--- src/vhgdma_pkg.sv ---
`default_nettype none

package vhgdma_pkg;

  typedef enum logic [2:0] {
    OP_SRC_HI = 3'd0,
    OP_SRC_LO = 3'd1,
    OP_DST_HI = 3'd2,
    OP_DST_LO = 3'd3,
    OP_CMD    = 3'd4,
    OP_BLANK  = 3'd5
  } opcode_e;

  localparam logic [8:0]  SETUP_CYCLES   = 9'd460;
  localparam logic [12:0] BLOCK_BYTES    = 13'd16;
  localparam logic [2:0]  VRAM_BASE_HI   = 3'b100;
  localparam logic [7:0]  STATUS_IDLE    = 8'hFF;

  // Address registers kept only as wide as the bits that form an address.
  typedef struct packed {
    logic [7:0] src_hi;
    logic [3:0] src_lo;
    logic [4:0] dst_hi;
    logic [3:0] dst_lo;
    logic [7:0] status;
    logic [7:0] mode;
  } state_t;

  typedef struct packed {
    logic        copy_valid;
    logic [15:0] copy_source;
    logic [15:0] copy_dest;
    logic [11:0] copy_length;
    logic [11:0] stall_cycles;
    logic [12:0] timer_ticks;
    logic [7:0]  status_value;
  } result_t;

endpackage

`default_nettype wire

--- src/vhgdma_if.sv ---
`default_nettype none

interface vhgdma_req_if;
  logic       valid;
  logic       ready;
  logic [2:0] opcode;
  logic [7:0] reg_data;

  modport source (output valid, output opcode, output reg_data, input ready);
  modport sink (input valid, input opcode, input reg_data, output ready);
endinterface

interface vhgdma_rsp_if;
  logic        valid;
  logic        ready;
  logic        copy_valid;
  logic [15:0] copy_source;
  logic [15:0] copy_dest;
  logic [11:0] copy_length;
  logic [11:0] stall_cycles;
  logic [12:0] timer_ticks;
  logic [7:0]  status_value;

  modport source (output valid, output copy_valid, output copy_source, output copy_dest,
                  output copy_length, output stall_cycles, output timer_ticks,
                  output status_value, input ready);
  modport sink (input valid, input copy_valid, input copy_source, input copy_dest,
                input copy_length, input stall_cycles, input timer_ticks,
                input status_value, output ready);
endinterface

interface vhgdma_cfg_if;
  logic valid;
  logic ready;
  logic double_speed;

  modport source (output valid, output double_speed, input ready);
  modport sink (input valid, input double_speed, output ready);
endinterface

`default_nettype wire

--- src/vhgdma_exec.sv ---
`default_nettype none

module vhgdma_exec (
  input  var vhgdma_pkg::state_t  state_i,
  input  var logic [2:0]          opcode_i,
  input  var logic [7:0]          reg_data_i,
  input  var logic                double_speed_i,
  output var vhgdma_pkg::state_t  state_o,
  output var vhgdma_pkg::result_t result_o
);

  logic [8:0]  base;
  logic [15:0] src;
  logic [12:0] doff;
  logic [12:0] gen_len;
  logic [12:0] len;
  logic        do_copy;
  logic [12:0] stall;
  logic [13:0] ticks;
  logic [15:0] src_next;
  logic [12:0] doff_next;

  always_comb begin
    base    = double_speed_i ? (vhgdma_pkg::SETUP_CYCLES >> 1) : vhgdma_pkg::SETUP_CYCLES;
    src     = {state_i.src_hi, state_i.src_lo, 4'h0};
    doff    = {state_i.dst_hi, state_i.dst_lo, 4'h0};
    gen_len = {({1'b0, reg_data_i} + 9'd1), 4'h0};
    len     = '0;
    do_copy = 1'b0;
    stall   = '0;
    state_o = state_i;

    case (opcode_i)
      vhgdma_pkg::OP_SRC_HI: state_o.src_hi = reg_data_i;
      vhgdma_pkg::OP_SRC_LO: state_o.src_lo = reg_data_i[7:4];
      vhgdma_pkg::OP_DST_HI: state_o.dst_hi = reg_data_i[4:0];
      vhgdma_pkg::OP_DST_LO: state_o.dst_lo = reg_data_i[7:4];
      vhgdma_pkg::OP_CMD: begin
        if (state_i.mode[7] || reg_data_i[7]) begin
          state_o.mode   = reg_data_i;
          state_o.status = {1'b0, reg_data_i[6:0]};
          stall          = {4'h0, base};
        end else begin
          do_copy        = 1'b1;
          len            = gen_len;
          state_o.status = vhgdma_pkg::STATUS_IDLE;
          stall          = {4'h0, base} + gen_len;
        end
      end
      vhgdma_pkg::OP_BLANK: begin
        if (state_i.mode[7]) begin
          do_copy        = 1'b1;
          len            = vhgdma_pkg::BLOCK_BYTES;
          state_o.status = state_i.status - 8'd1;
          state_o.mode   = state_i.mode - 8'd1;
          stall          = vhgdma_pkg::BLOCK_BYTES;
        end
      end
      default: ;
    endcase

    src_next  = src + {3'b000, len};
    doff_next = doff + len;
    if (do_copy) begin
      state_o.src_hi = src_next[15:8];
      state_o.src_lo = src_next[7:4];
      state_o.dst_hi = doff_next[12:8];
      state_o.dst_lo = doff_next[7:4];
    end

    ticks = double_speed_i ? {stall, 1'b0} : {1'b0, stall};

    result_o              = '0;
    result_o.copy_valid   = do_copy;
    if (do_copy) begin
      result_o.copy_source = src;
      result_o.copy_dest   = {vhgdma_pkg::VRAM_BASE_HI, doff};
      result_o.copy_length = len[11:0];
    end
    result_o.stall_cycles = stall[11:0];
    result_o.timer_ticks  = ticks[12:0];
    result_o.status_value = state_o.status;
  end

endmodule

`default_nettype wire

--- src/vram_hblank_general_dma_control_core.sv ---
// Video-memory DMA register block. Each request transaction is a byte write to the
// source or destination address registers, a command write, or a horizontal-blank
// event, and each yields exactly one response transaction: a copy descriptor
// (source, destination, length; zero when nothing is copied), the machine cycles
// consumed, the divider/timer advance and the status byte. One request is taken per
// cycle while the output register is empty or being drained; its response appears in
// the next cycle from that register. A single stage lies between the address/status
// and output registers. double_speed is written through the configuration channel;
// the user must do so only while the block is idle; the block does not enforce this.
`default_nettype none

module vram_hblank_general_dma_control_core (
  input  var logic       clk_i,
  input  var logic       rst_ni,
  vhgdma_cfg_if.sink     cfg_i,
  vhgdma_req_if.sink     req_i,
  vhgdma_rsp_if.source   rsp_o
);

  vhgdma_pkg::state_t  state_q, state_d;
  vhgdma_pkg::result_t result_q, result_d;
  logic                out_valid_q;
  logic                double_speed_q;
  logic                accept;

  assign cfg_i.ready = 1'b1;
  assign req_i.ready = !out_valid_q || rsp_o.ready;
  assign accept      = req_i.valid && req_i.ready;

  vhgdma_exec u_exec (
    .state_i        (state_q),
    .opcode_i       (req_i.opcode),
    .reg_data_i     (req_i.reg_data),
    .double_speed_i (double_speed_q),
    .state_o        (state_d),
    .result_o       (result_d)
  );

  always_ff @(posedge clk_i or negedge rst_ni) begin
    if (!rst_ni) begin
      state_q        <= '{status: vhgdma_pkg::STATUS_IDLE, default: '0};
      out_valid_q    <= 1'b0;
      double_speed_q <= 1'b0;
    end else begin
      if (cfg_i.valid) begin
        double_speed_q <= cfg_i.double_speed;
      end
      if (accept) begin
        state_q     <= state_d;
        out_valid_q <= 1'b1;
      end else if (rsp_o.ready) begin
        out_valid_q <= 1'b0;
      end
    end
  end

  always_ff @(posedge clk_i) begin
    if (accept) begin
      result_q <= result_d;
    end
  end

  assign rsp_o.valid        = out_valid_q;
  assign rsp_o.copy_valid   = result_q.copy_valid;
  assign rsp_o.copy_source  = result_q.copy_source;
  assign rsp_o.copy_dest    = result_q.copy_dest;
  assign rsp_o.copy_length  = result_q.copy_length;
  assign rsp_o.stall_cycles = result_q.stall_cycles;
  assign rsp_o.timer_ticks  = result_q.timer_ticks;
  assign rsp_o.status_value = result_q.status_value;

endmodule

`default_nettype wire

--- src/flat_wrapper.sv ---
// flat-port wrapper written by rule: the top's interface ports become plain ports
module vram_hblank_general_dma_control_core_flat 
  (clk_i, rst_ni, cfg_i_valid, cfg_i_double_speed, cfg_i_ready, req_i_valid, req_i_opcode, req_i_reg_data, req_i_ready, rsp_o_valid, rsp_o_copy_valid, rsp_o_copy_source, rsp_o_copy_dest, rsp_o_copy_length, rsp_o_stall_cycles, rsp_o_timer_ticks, rsp_o_status_value, rsp_o_ready);
  vhgdma_cfg_if cfg_i_i ();
  vhgdma_req_if req_i_i ();
  vhgdma_rsp_if rsp_o_i ();
  input  var logic clk_i;
  input  var logic rst_ni;
  input wire logic [$bits(cfg_i_i.valid)-1:0] cfg_i_valid;
  input wire logic [$bits(cfg_i_i.double_speed)-1:0] cfg_i_double_speed;
  output wire logic [$bits(cfg_i_i.ready)-1:0] cfg_i_ready;
  input wire logic [$bits(req_i_i.valid)-1:0] req_i_valid;
  input wire logic [$bits(req_i_i.opcode)-1:0] req_i_opcode;
  input wire logic [$bits(req_i_i.reg_data)-1:0] req_i_reg_data;
  output wire logic [$bits(req_i_i.ready)-1:0] req_i_ready;
  output wire logic [$bits(rsp_o_i.valid)-1:0] rsp_o_valid;
  output wire logic [$bits(rsp_o_i.copy_valid)-1:0] rsp_o_copy_valid;
  output wire logic [$bits(rsp_o_i.copy_source)-1:0] rsp_o_copy_source;
  output wire logic [$bits(rsp_o_i.copy_dest)-1:0] rsp_o_copy_dest;
  output wire logic [$bits(rsp_o_i.copy_length)-1:0] rsp_o_copy_length;
  output wire logic [$bits(rsp_o_i.stall_cycles)-1:0] rsp_o_stall_cycles;
  output wire logic [$bits(rsp_o_i.timer_ticks)-1:0] rsp_o_timer_ticks;
  output wire logic [$bits(rsp_o_i.status_value)-1:0] rsp_o_status_value;
  input wire logic [$bits(rsp_o_i.ready)-1:0] rsp_o_ready;
  assign cfg_i_i.valid = cfg_i_valid;
  assign cfg_i_i.double_speed = cfg_i_double_speed;
  assign cfg_i_ready = cfg_i_i.ready;
  assign req_i_i.valid = req_i_valid;
  assign req_i_i.opcode = req_i_opcode;
  assign req_i_i.reg_data = req_i_reg_data;
  assign req_i_ready = req_i_i.ready;
  assign rsp_o_valid = rsp_o_i.valid;
  assign rsp_o_copy_valid = rsp_o_i.copy_valid;
  assign rsp_o_copy_source = rsp_o_i.copy_source;
  assign rsp_o_copy_dest = rsp_o_i.copy_dest;
  assign rsp_o_copy_length = rsp_o_i.copy_length;
  assign rsp_o_stall_cycles = rsp_o_i.stall_cycles;
  assign rsp_o_timer_ticks = rsp_o_i.timer_ticks;
  assign rsp_o_status_value = rsp_o_i.status_value;
  assign rsp_o_i.ready = rsp_o_ready;
  vram_hblank_general_dma_control_core u_core (.clk_i(clk_i), .rst_ni(rst_ni), .cfg_i(cfg_i_i), .req_i(req_i_i), .rsp_o(rsp_o_i));
endmodule
--- config.mk ---
export PLATFORM = sky130hd
export DESIGN_NAME = vram_hblank_general_dma_control_core_flat
export DESIGN_NICKNAME = d
export VERILOG_FILES = /design/src/vhgdma_pkg.sv /design/src/vhgdma_if.sv /design/src/vhgdma_exec.sv /design/src/vram_hblank_general_dma_control_core.sv /design/src/flat_wrapper.sv
export SDC_FILE = /design/constraint.sdc
export NUM_CORES = 1
export LEC_CHECK = 0
export BUFFER_PORTS_ARGS = -buffer_cell sky130_fd_sc_hd__buf_2
export CAP_MARGIN = 20
export CORE_ASPECT_RATIO = 1.1
export CORE_MARGIN = 10
export CORE_UTILIZATION = 51
export CTS_CLUSTER_SIZE = 20
export DETAILED_ROUTE_END_ITERATION = 16
export PLACE_DENSITY = 0.88
export SLEW_MARGIN = 40
export SYNTH_ARGS = -nofsm -noshare
export SYNTH_HDL_FRONTEND = slang
export SYNTH_SLANG_ARGS = --single-unit
--- constraint.sdc ---
create_clock -name clk_i -period 3.1 [get_ports clk_i]
set_input_delay 0.62 -clock clk_i [delete_from_list [all_inputs] [get_ports clk_i]]
set_output_delay 0.62 -clock clk_i [all_outputs]
set_load 0.03 [all_outputs]
==> results_dict.tcl, run 1 <==
set metrics [dict create \
    crit_chain "buf_2 > or3b_4 > clkinv_4 > nand2_4 > buf_4 > nor2_4 > ha_4 > nor2b_1 > or3_1 > and2_1 > a221o_1 > a31oi_1 > mux2i_1 > nand2_1" \
    grt_max_degree 44 \
    min_path_type "primary input to async pin" \
    max_cap_viol_count 0 \
    hold_viol_final 0 \
    diodes 0 \
    grt_remaining_overflow 0 \
    place_congestion 0.9079 \
    synthCells 548 \
    synth_warnings 0 \
    die_w_um 119.6 \
    grt_usage 0.1978 \
    drtPass1Iterations 6 \
    clock_sinks 100 \
    synth-edff-count 61 \
    place_area_um2 6410 \
    cp.required_ns 3.34 \
    start_util 0.5279 \
    ir_worst_vdd_mv 0.2791 \
    final_nets 711 \
    clk_pin_slew_worst_paths_ns 0.07 \
    setup_viol_count_final 0 \
    htree_levels 3 \
    drt_iter0_markers 322 \
    syn_avg_cell_area_um2 10.15 \
    min_period_over_period 0.9575 \
    arrival_ns 3.21 \
    grt_pass1_vias 4836 \
    drc 0 \
    slowest_stage "or3b_4" \
    via_per_inst 5.745 \
    powerDensity_nw_per_um2 609.7 \
    slew_viol_final 0 \
    start_kind "primary input" \
    syn2layout_area_growth_pct 21.36 \
    r2r_slack_ns 0.25 \
    crit_family "simple AND/OR/NAND/NOR gates" \
    dp_slack_ns -0.2196 \
    dominantRegCellSynth "edfxtp_1" \
    coreArea_um2 10540 \
    vias 4705 \
    final_cell_mix "buf_2, nand2_1, edfxtp_1" \
    ys_seq_area_frac 0.5064 \
    cts_root_buf "clkbuf_16" \
    relSlewSlack 0.5964 \
    stdcell_count 819 \
    antenna_found_initial 0 \
    worst_slack_ns 0.1319 \
    clock_latency_ns 0.35 \
    final_common_cell "buf_2" \
    status "complete, no violations" \
    ant_nets 0 \
    avgRoutedWirePerCell_um 18.49 \
    p_leak_nw 3.008 \
    dp.cells 802 \
    clock_path_buffers 2 \
    tightest_slew_ns 0.6014 \
    synthArstFlopShare 0.3900 \
    ys_ff_latch 100 \
    max_stage_delay_ns 0.42 \
    design_area_um2 6753 \
    wirelength_um 15140 \
    die-area_um2 15490 \
    cts_buffers 9 \
    hpwl_um 11030 \
    end_kind "flip-flop" \
    drive_gt1_frac 0.2781 \
    finalSetupTns_ns 0 \
    die_h_um 129.6 \
    synth_cell_type_count 67 \
    worstPathBufferInverterCount 3 \
    row_count 39 \
    finClkSkew_ns 0.006251 \
    io_buffers 80 \
    max_freq_ghz 0.3369 \
    critical_path_class "primary input to flip-flop" \
    critPathMaxFanout 3 \
    ios 98 \
    cts_tree "yes" \
    grt_pass1_wl_um 24690 \
    layout_min_cycle_time_ns 2.968 \
    hold_buffers 0 \
    synthesis.area_um2 5564 \
]
-- power breakdown --
group | switching, mW | total, mW | internal [mW]
combinational | 0.681 | 1.10 | 0.418
clock | 0.512 | 1.19 | 0.675
sequential | 0.177 | 1.83 | 1.65
total | 1.37 | 4.12 | 2.75
-- sequential cells by signal (all words and copies together) (netlist names) --
signal                     cells
u_core.state_q                37
u_core.rsp_o.copy_source      12
u_core.rsp_o.timer_ticks      12
u_core.rsp_o.stall_cycles     11
u_core.rsp_o.copy_dest        10
u_core.rsp_o.copy_length       8
u_core.rsp_o.status_value      8
u_core.double_speed_q          1
u_core.rsp_o.valid             1
-- stage by stage --
step	utilization	total power, mW	hold slack, ns
2_1_floorplan	-	2.563	0.3244
3_3_place_gp	0.6079	2.855	0.4565
3_5_place_dp	0.6081	2.914	0.4626
4_1_cts	0.6377	4.099	0.2767
5_1_grt	0.6407	4.324	0.3044
6_report	0.6407	4.117	0.2579
-- layer usage --
metal | wire, um | GRT usage | up-vias
met2 | 7219 | 0.3287 | 214
met3 | 995 | 0.03779 | 46
met5 | 0 | 0 | -
li1 | - | - | 2173
met4 | 607 | 0.1136 | 0
met1 | 6322 | 0.2370 | 2272
-- worst paths after layout --
kind	cells after the start	endpoint	start
setup / recovery	14	u_core.state_q[33]$_DFFE_PN0P_	req_i_opcode[0]
hold reg to reg	2	u_core.state_q[14]$_DFFE_PN1P_	u_core.state_q[14]$_DFFE_PN1P_
max in group asynchronous	1	u_core.state_q[7]$_DFFE_PN0P_	rst_ni
setup reg to reg	12	u_core.state_q[36]$_DFFE_PN0P_	u_core.state_q[7]$_DFFE_PN0P_
hold / removal	1	u_core.state_q[18]$_DFFE_PN0P_	rst_ni
min in group clk_i	2	u_core.double_speed_q$_DFFE_PN0P_	cfg_i_valid
-- layout make-up --
class                      instances  area (um^2)
multi-input combinational        398         2521
clock inverter                     4        55.05
clock buffer                      12        256.5
inverter                          27        106.4
timing repair buffer             135        815.8
sequential                       100         2819
tap                              143        178.9
fill                             879         3787
-- timing repair --
| action | CTS | global route |
|---|---|---|
| resized for setup | 0 | 7 |
| endpoints found under the setup margin | 0 | 6 |
| buffers inserted | 0 | 1 |
-- cell usage after synthesis (7+ instances only) --
cell type / number / area [um^2]
nand2_1: 62 / 232.7
edfxtp_1: 61 / 1832
nor2_1: 40 / 150.1
o21ai_0: 39 / 195.2
a21oi_1: 35 / 175.2
dfrtp_1: 31 / 775.7
and2_1: 27 / 168.9
inv_1: 26 / 97.59
ha_1: 21 / 262.8
buf_4: 20 / 150.1
clkbuf_1: 15 / 56.30
nor3_1: 14 / 70.07
nand3_1: 11 / 55.05
xnor2_1: 11 / 96.34
dfstp_2: 8 / 210.2
a31oi_1: 7 / 43.79
xor2_1: 7 / 61.31
-- logic make-up (layout without fill, tap and decap cells) --
group	after synthesis	count (layout)	share of synthesized area
compound gates	132	132	0.1522
xor+xnor	18	18	0.02833
fa+ha+maj	24	24	0.05622
buf+inv	67	178	0.05959
flops	100	100	0.5064
mux	13	13	0.02496
other cells	2	19	0.001350
simple gates	192	192	0.1709
Power figures use the tool's default switching activity.
==> inputs of run 2 (changes only) <==
--- a/config.mk
+++ b/config.mk
@@ -7,7 +7,7 @@
 export LEC_CHECK = 0
 export BUFFER_PORTS_ARGS = -buffer_cell sky130_fd_sc_hd__buf_2
 export CAP_MARGIN = 20
-export CORE_ASPECT_RATIO = 1.1
+export CORE_ASPECT_RATIO = 1.75
 export CORE_MARGIN = 10
 export CORE_UTILIZATION = 51
 export CTS_CLUSTER_SIZE = 20
==> run 2 against run 1 <==
Against the previous run:
- fmax grew 0.21%
- die area grew 1.0%
- global-route usage shrank 0.41 points
- sequential power is essentially flat
- via count grew 0.62%
- sequential cell count is the same
- design area is essentially flat
- first-iteration DRC count shrank 2.2%
- sequential share of layout area is essentially flat
==> results_dict.tcl, run 2 (synthesized netlist as in run 1, its figures left out) <==
set metrics [dict create \
    status "complete, no violations" \
    finClkSkew_ns 0.008742 \
    max_freq_ghz 0.3376 \
    htree_levels 3 \
    critPathMaxFanout 10 \
    largest_reg_flops 37 \
    hold_buffers 0 \
    clock_latency_ns 0.36 \
    start_kind "primary input" \
    met2_length_um 8108 \
    dr.max_layer_used "met4" \
    vias 4734 \
    final_cell_mix "buf_2, nand2_1, edfxtp_1" \
    design_area_um2 6749 \
    arrival_ns 3.20 \
    ir_worst_vdd_mv 0.3415 \
    antenna_found_initial 0 \
    hpwl_um 11570 \
    place_area_um2 6436 \
    syn2layout_area_growth_pct 21.30 \
    grt_pass1_vias 4951 \
    die_w_um 98.96 \
    final_nets 714 \
    drc 0 \
    final_common_cell "buf_2" \
    avgRoutedWirePerCell_um 18.93 \
    max_stage_delay_ns 0.42 \
    min_path_type "primary input to async pin" \
    met1_length_um 5169 \
    drive_gt1_frac 0.2842 \
    min_period_over_period 0.9555 \
    slew_viol_final 0 \
    top_register "u_core.state_q" \
    coreArea_um2 10700 \
    row_count 50 \
    stdcell_count 809 \
    drtPass1Iterations 5 \
    dp.cells 793 \
    clk_pin_slew_worst_paths_ns 0.07 \
    worstPathBufferInverterCount 3 \
    die_h_um 158.2 \
    cp.required_ns 3.34 \
    end_kind "flip-flop" \
    rsz0062_at_grt "false" \
    hold_viol_final 0 \
    relSlewSlack 0.5140 \
    cts_root_buf "clkbuf_16" \
    crit_chain "buf_2 > or3b_4 > clkinv_4 > nand2_4 > buf_4 > nor2_4 > ha_4 > nor2b_2 > or3_1 > and2_1 > a221o_1 > a31oi_1 > mux2i_1 > nand2_1" \
    start_util 0.5201 \
    drt_iter0_markers 315 \
    via_per_inst 5.852 \
    crit_family "simple AND/OR/NAND/NOR gates" \
    cts_tree "yes" \
    wirelength_um 15320 \
    tightest_slew_ns 0.7241 \
    slowest_stage "or3b_4" \
    diodes 0 \
    clock_sinks 100 \
    powerDensity_nw_per_um2 599.0 \
    ios 98 \
    p_leak_nw 3.009 \
    place_congestion 0.9170 \
    grt_usage 0.1937 \
    critical_path_class "primary input to flip-flop" \
    fill_cells 846 \
    max_cap_viol_count 0 \
    met3RoutedLength_um 1030 \
    grt_pass1_wl_um 24340 \
    layout_min_cycle_time_ns 2.962 \
    grt_remaining_overflow 0 \
    clock_path_buffers 2 \
    die-area_um2 15650 \
    ant_nets 0 \
    grt_max_degree 76 \
    cts_buffers 9 \
    setup_viol_count_final 0 \
    io_buffers 80 \
]
-- run 2: power by group --
part	internal [mW]	leakage (nW)	switching, mW	total (mW)
Combinational	0.439	1.82	0.689	1.13
Sequential	1.65	1.06	0.188	1.84
Clock	0.555	0.133	0.516	1.07
Total	2.65	3.01	1.39	4.04
-- run 2: area by class of cell --
class | count | area [um^2] | share of cell area
Timing Repair Buffer | 138 | 850.8 | 0.1261
Inverter | 27 | 106.4 | 0.01576
Sequential cell | 100 | 2819 | 0.4177
Clock inverter | 7 | 58.81 | 0.008713
Multi-Input combinational cell | 398 | 2526 | 0.3743
Clock buffer | 9 | 225.2 | 0.03337
Tap cell | 130 | 162.7 | 0.02410
-- run 2: per-layer routing --
metal	track usage	vias up
met3	0.04714	76
met1	0.1805	2262
met2	0.3499	222
met4	0.1515	0
li1	-	2174
met5	0	-
-- run 2: repair_timing --
action / in CTS / in global routing
setup buffers: 0 / 0
setup endpoints to repair: 0 / 7
resized for setup: 0 / 10
-- run 2: through the flow --
step | setup WS (ns) | utilization | TNS [ns] | hold WS (ns) | power (mW)
6_report | 0.1380 | 0.6309 | 0 | 0.2582 | 4.043
5_1_grt | 0.02178 | 0.6309 | 0 | 0.2987 | 4.235
4_1_cts | 0.05348 | 0.6282 | 0 | 0.2702 | 4.026
3_5_place_dp | -0.3117 | 0.6016 | -2.377 | 0.4747 | 2.957
3_3_place_gp | -0.2173 | 0.6014 | -1.127 | 0.4556 | 2.882
2_1_floorplan | -0.02178 | - | -0.02454 | 0.3244 | 2.563
-- run 2: path summary, 6_finish.rpt --
kind	from	end	slack, ns	depth (start not counted)
min in group clk_i	cfg_i_valid	u_core.double_speed_q$_DFFE_PN0P_	0.46	2
max	req_i_opcode[0]	u_core.state_q[33]$_DFFE_PN0P_	0.14	14
min	rst_ni	u_core.state_q[23]$_DFFE_PN0P_	0.26	1
max in group asynchronous	rst_ni	u_core.state_q[7]$_DFFE_PN0P_	2.43	1
max reg2reg	u_core.state_q[7]$_DFFE_PN0P_	u_core.state_q[33]$_DFFE_PN0P_	0.24	12
min reg2reg	u_core.state_q[14]$_DFFE_PN1P_	u_core.state_q[14]$_DFFE_PN1P_	0.48	2
==> inputs of run 3 (changes only) <==
--- a/config.mk
+++ b/config.mk
@@ -13,6 +13,7 @@
 export CTS_CLUSTER_SIZE = 20
 export DETAILED_ROUTE_END_ITERATION = 16
 export PLACE_DENSITY = 0.88
+export SETUP_SLACK_MARGIN = 0.5
 export SLEW_MARGIN = 40
 export SYNTH_ARGS = -nofsm -noshare
 export SYNTH_HDL_FRONTEND = slang
==> run 3 against run 2 <==
Against the previous run:
- non-clock buffer count up 8
- core utilization is 3.2 points higher
- critical path depth is the same
- combinational power increased by 11%
- sequential share of layout area shrank 2.0 points
- final cell count up 0.99%
- sequential power is essentially flat
- clock power rose by 4%
- die area did not move
- design area is 5.1% higher
- critical path type unchanged
- critical endpoint unchanged
- largest cell class unchanged
- highest routed layer unchanged
==> results_dict.tcl, run 3 (synthesized netlist as in run 1, its figures left out) <==
set metrics [dict create \
    die_h_um 158.2 \
    die-area_um2 15650 \
    tightest_slew_ns 0.8056 \
    cts_root_buf "clkbuf_16" \
    drt_iter0_markers 445 \
    via_per_inst 6.105 \
    place_congestion 0.9342 \
    total_power_mw 4.200 \
    relSlewSlack 0.4593 \
    drc 0 \
    timing.rr.start "u_core.state_q[7]$_DFFE_PN0P_" \
    cts_tree "yes" \
    multiInputGateArea_um2 2749 \
    htree_levels 3 \
    diodes 0 \
    syn2layout_area_growth_pct 27.52 \
    row_count 50 \
    clock_path_buffers 2 \
    end_kind "flip-flop" \
    final_cell_mix "buf_2, edfxtp_1, buf_4" \
    p_leak_nw 3.113 \
    final_common_cell "buf_2" \
    cts_buffers 9 \
    fill_cells 743 \
    ant_nets 0 \
    cp.required_ns 3.35 \
    clock_sinks 100 \
    grt_usage 0.2016 \
    max_cap_viol_count 0 \
    rr_worst_depth 12 \
    die_w_um 98.96 \
    arrival_ns 3.22 \
    io_buffers 80 \
    grt_remaining_overflow 0 \
    grt_pass1_vias 5074 \
    dp.cells 789 \
    grt_max_degree 53 \
    slew_viol_final 0 \
    status "complete, no violations" \
    wirelength_um 16880 \
    clock_latency_ns 0.36 \
    vias 4988 \
    start_kind "primary input" \
    coreArea_um2 10700 \
    hold_ws_ns 0.2493 \
    max_freq_ghz 0.3357 \
    final_nets 722 \
    ios 98 \
    hpwl_um 11250 \
    stdcell_count 817 \
    grt_pass1_wl_um 25210 \
    layout_min_cycle_time_ns 2.979 \
    top_register "u_core.state_q" \
    ir_worst_vdd_mv 0.4042 \
    drive_gt1_frac 0.3421 \
    clk_pin_slew_worst_paths_ns 0.07 \
    powerDensity_nw_per_um2 592.0 \
    cp-startpoint "req_i_opcode[1]" \
    avgRoutedWirePerCell_um 20.67 \
    worst_slack_ns 0.1214 \
    finalSetupTns_ns 0 \
    dp_slack_ns -0.3155 \
    critPathMaxFanout 3 \
    hold_buffers 0 \
    min_path_type "primary input to async pin" \
    min_period_over_period 0.9608 \
    start_util 0.5201 \
    setup_viol_count_final 0 \
    antenna_found_initial 0 \
    largest_reg_flops 37 \
    critical_path_class "primary input to flip-flop" \
    finClkSkew_ns 0.005468 \
    rsz0062_at_grt "true" \
    drtPass1Iterations 6 \
    hold_viol_final 0 \
    regArea_um2 2819 \
]
-- run 3: report_power, final --
| group | switching (mW) | leakage [nW] | total [mW] | internal, mW |
|---|---|---|---|---|
| clock | 0.540 | 0.144 | 1.11 | 0.566 |
| sequential | 0.194 | 1.06 | 1.85 | 1.65 |
| combinational | 0.761 | 1.91 | 1.25 | 0.486 |
-- run 3: worst paths after layout --
kind,end,slack [ns]
max,u_core.state_q[33]$_DFFE_PN0P_,0.12
min,u_core.state_q[24]$_DFFE_PN0P_,0.25
max reg2reg,u_core.state_q[33]$_DFFE_PN0P_,0.26
min reg2reg,u_core.state_q[14]$_DFFE_PN1P_,0.47
max in group asynchronous,u_core.double_speed_q$_DFFE_PN0P_,2.43
min in group clk_i,u_core.double_speed_q$_DFFE_PN0P_,0.46
-- run 3: worst max-delay path, stage by stage --
cell and delay [ns]:
buf_6 0.10, or3b_4 0.43, clkinv_4 0.07, nand2_4 0.06
buf_12 0.14, nor2_4 0.13, ha_4 0.22, nor2b_4 0.13
or3_1 0.34, and2_4 0.18, a221o_1 0.34, a31oi_2 0.18
mux2i_1 0.21, nand2_1 0.07
-- run 3: layout make-up --
class                           count  area share
Multi-Input combinational cell    398      0.3874
Tap cell                          130     0.02292
Clock buffer                        9     0.03174
Timing Repair Buffer              146      0.1367
Inverter                           27     0.01499
Sequential cell                   100      0.3973
Clock inverter                      7    0.008993
-- run 3: metrics by stage --
| step | cell area, um^2 | utilization |
|---|---|---|
| 3_3_place_gp | 6410 | 0.5992 |
| 6_report | 7096 | 0.6633 |
| 4_1_cts | 6950 | 0.6497 |
| 5_1_grt | 7096 | 0.6633 |
| 2_1_floorplan | 5677 | - |
| 3_5_place_dp | 6412 | 0.5994 |
-- run 3: routing by layer --
metal  global-route usage  vias up  wire (um)
met5                    0        -          0
met3              0.04278       75       1280
met4               0.1446        0        896
li1                     -     2193          -
met2               0.3587      320       8963
met1               0.2019     2400       5744
-- run 3: timing repair --
| action | in CTS | in global routing |
|---|---|---|
| pin swaps | 28 | 17 |
| resized for setup | 41 | 27 |
| endpoints found under the setup margin | 14 | 17 |
| setup buffers | 10 | 2 |
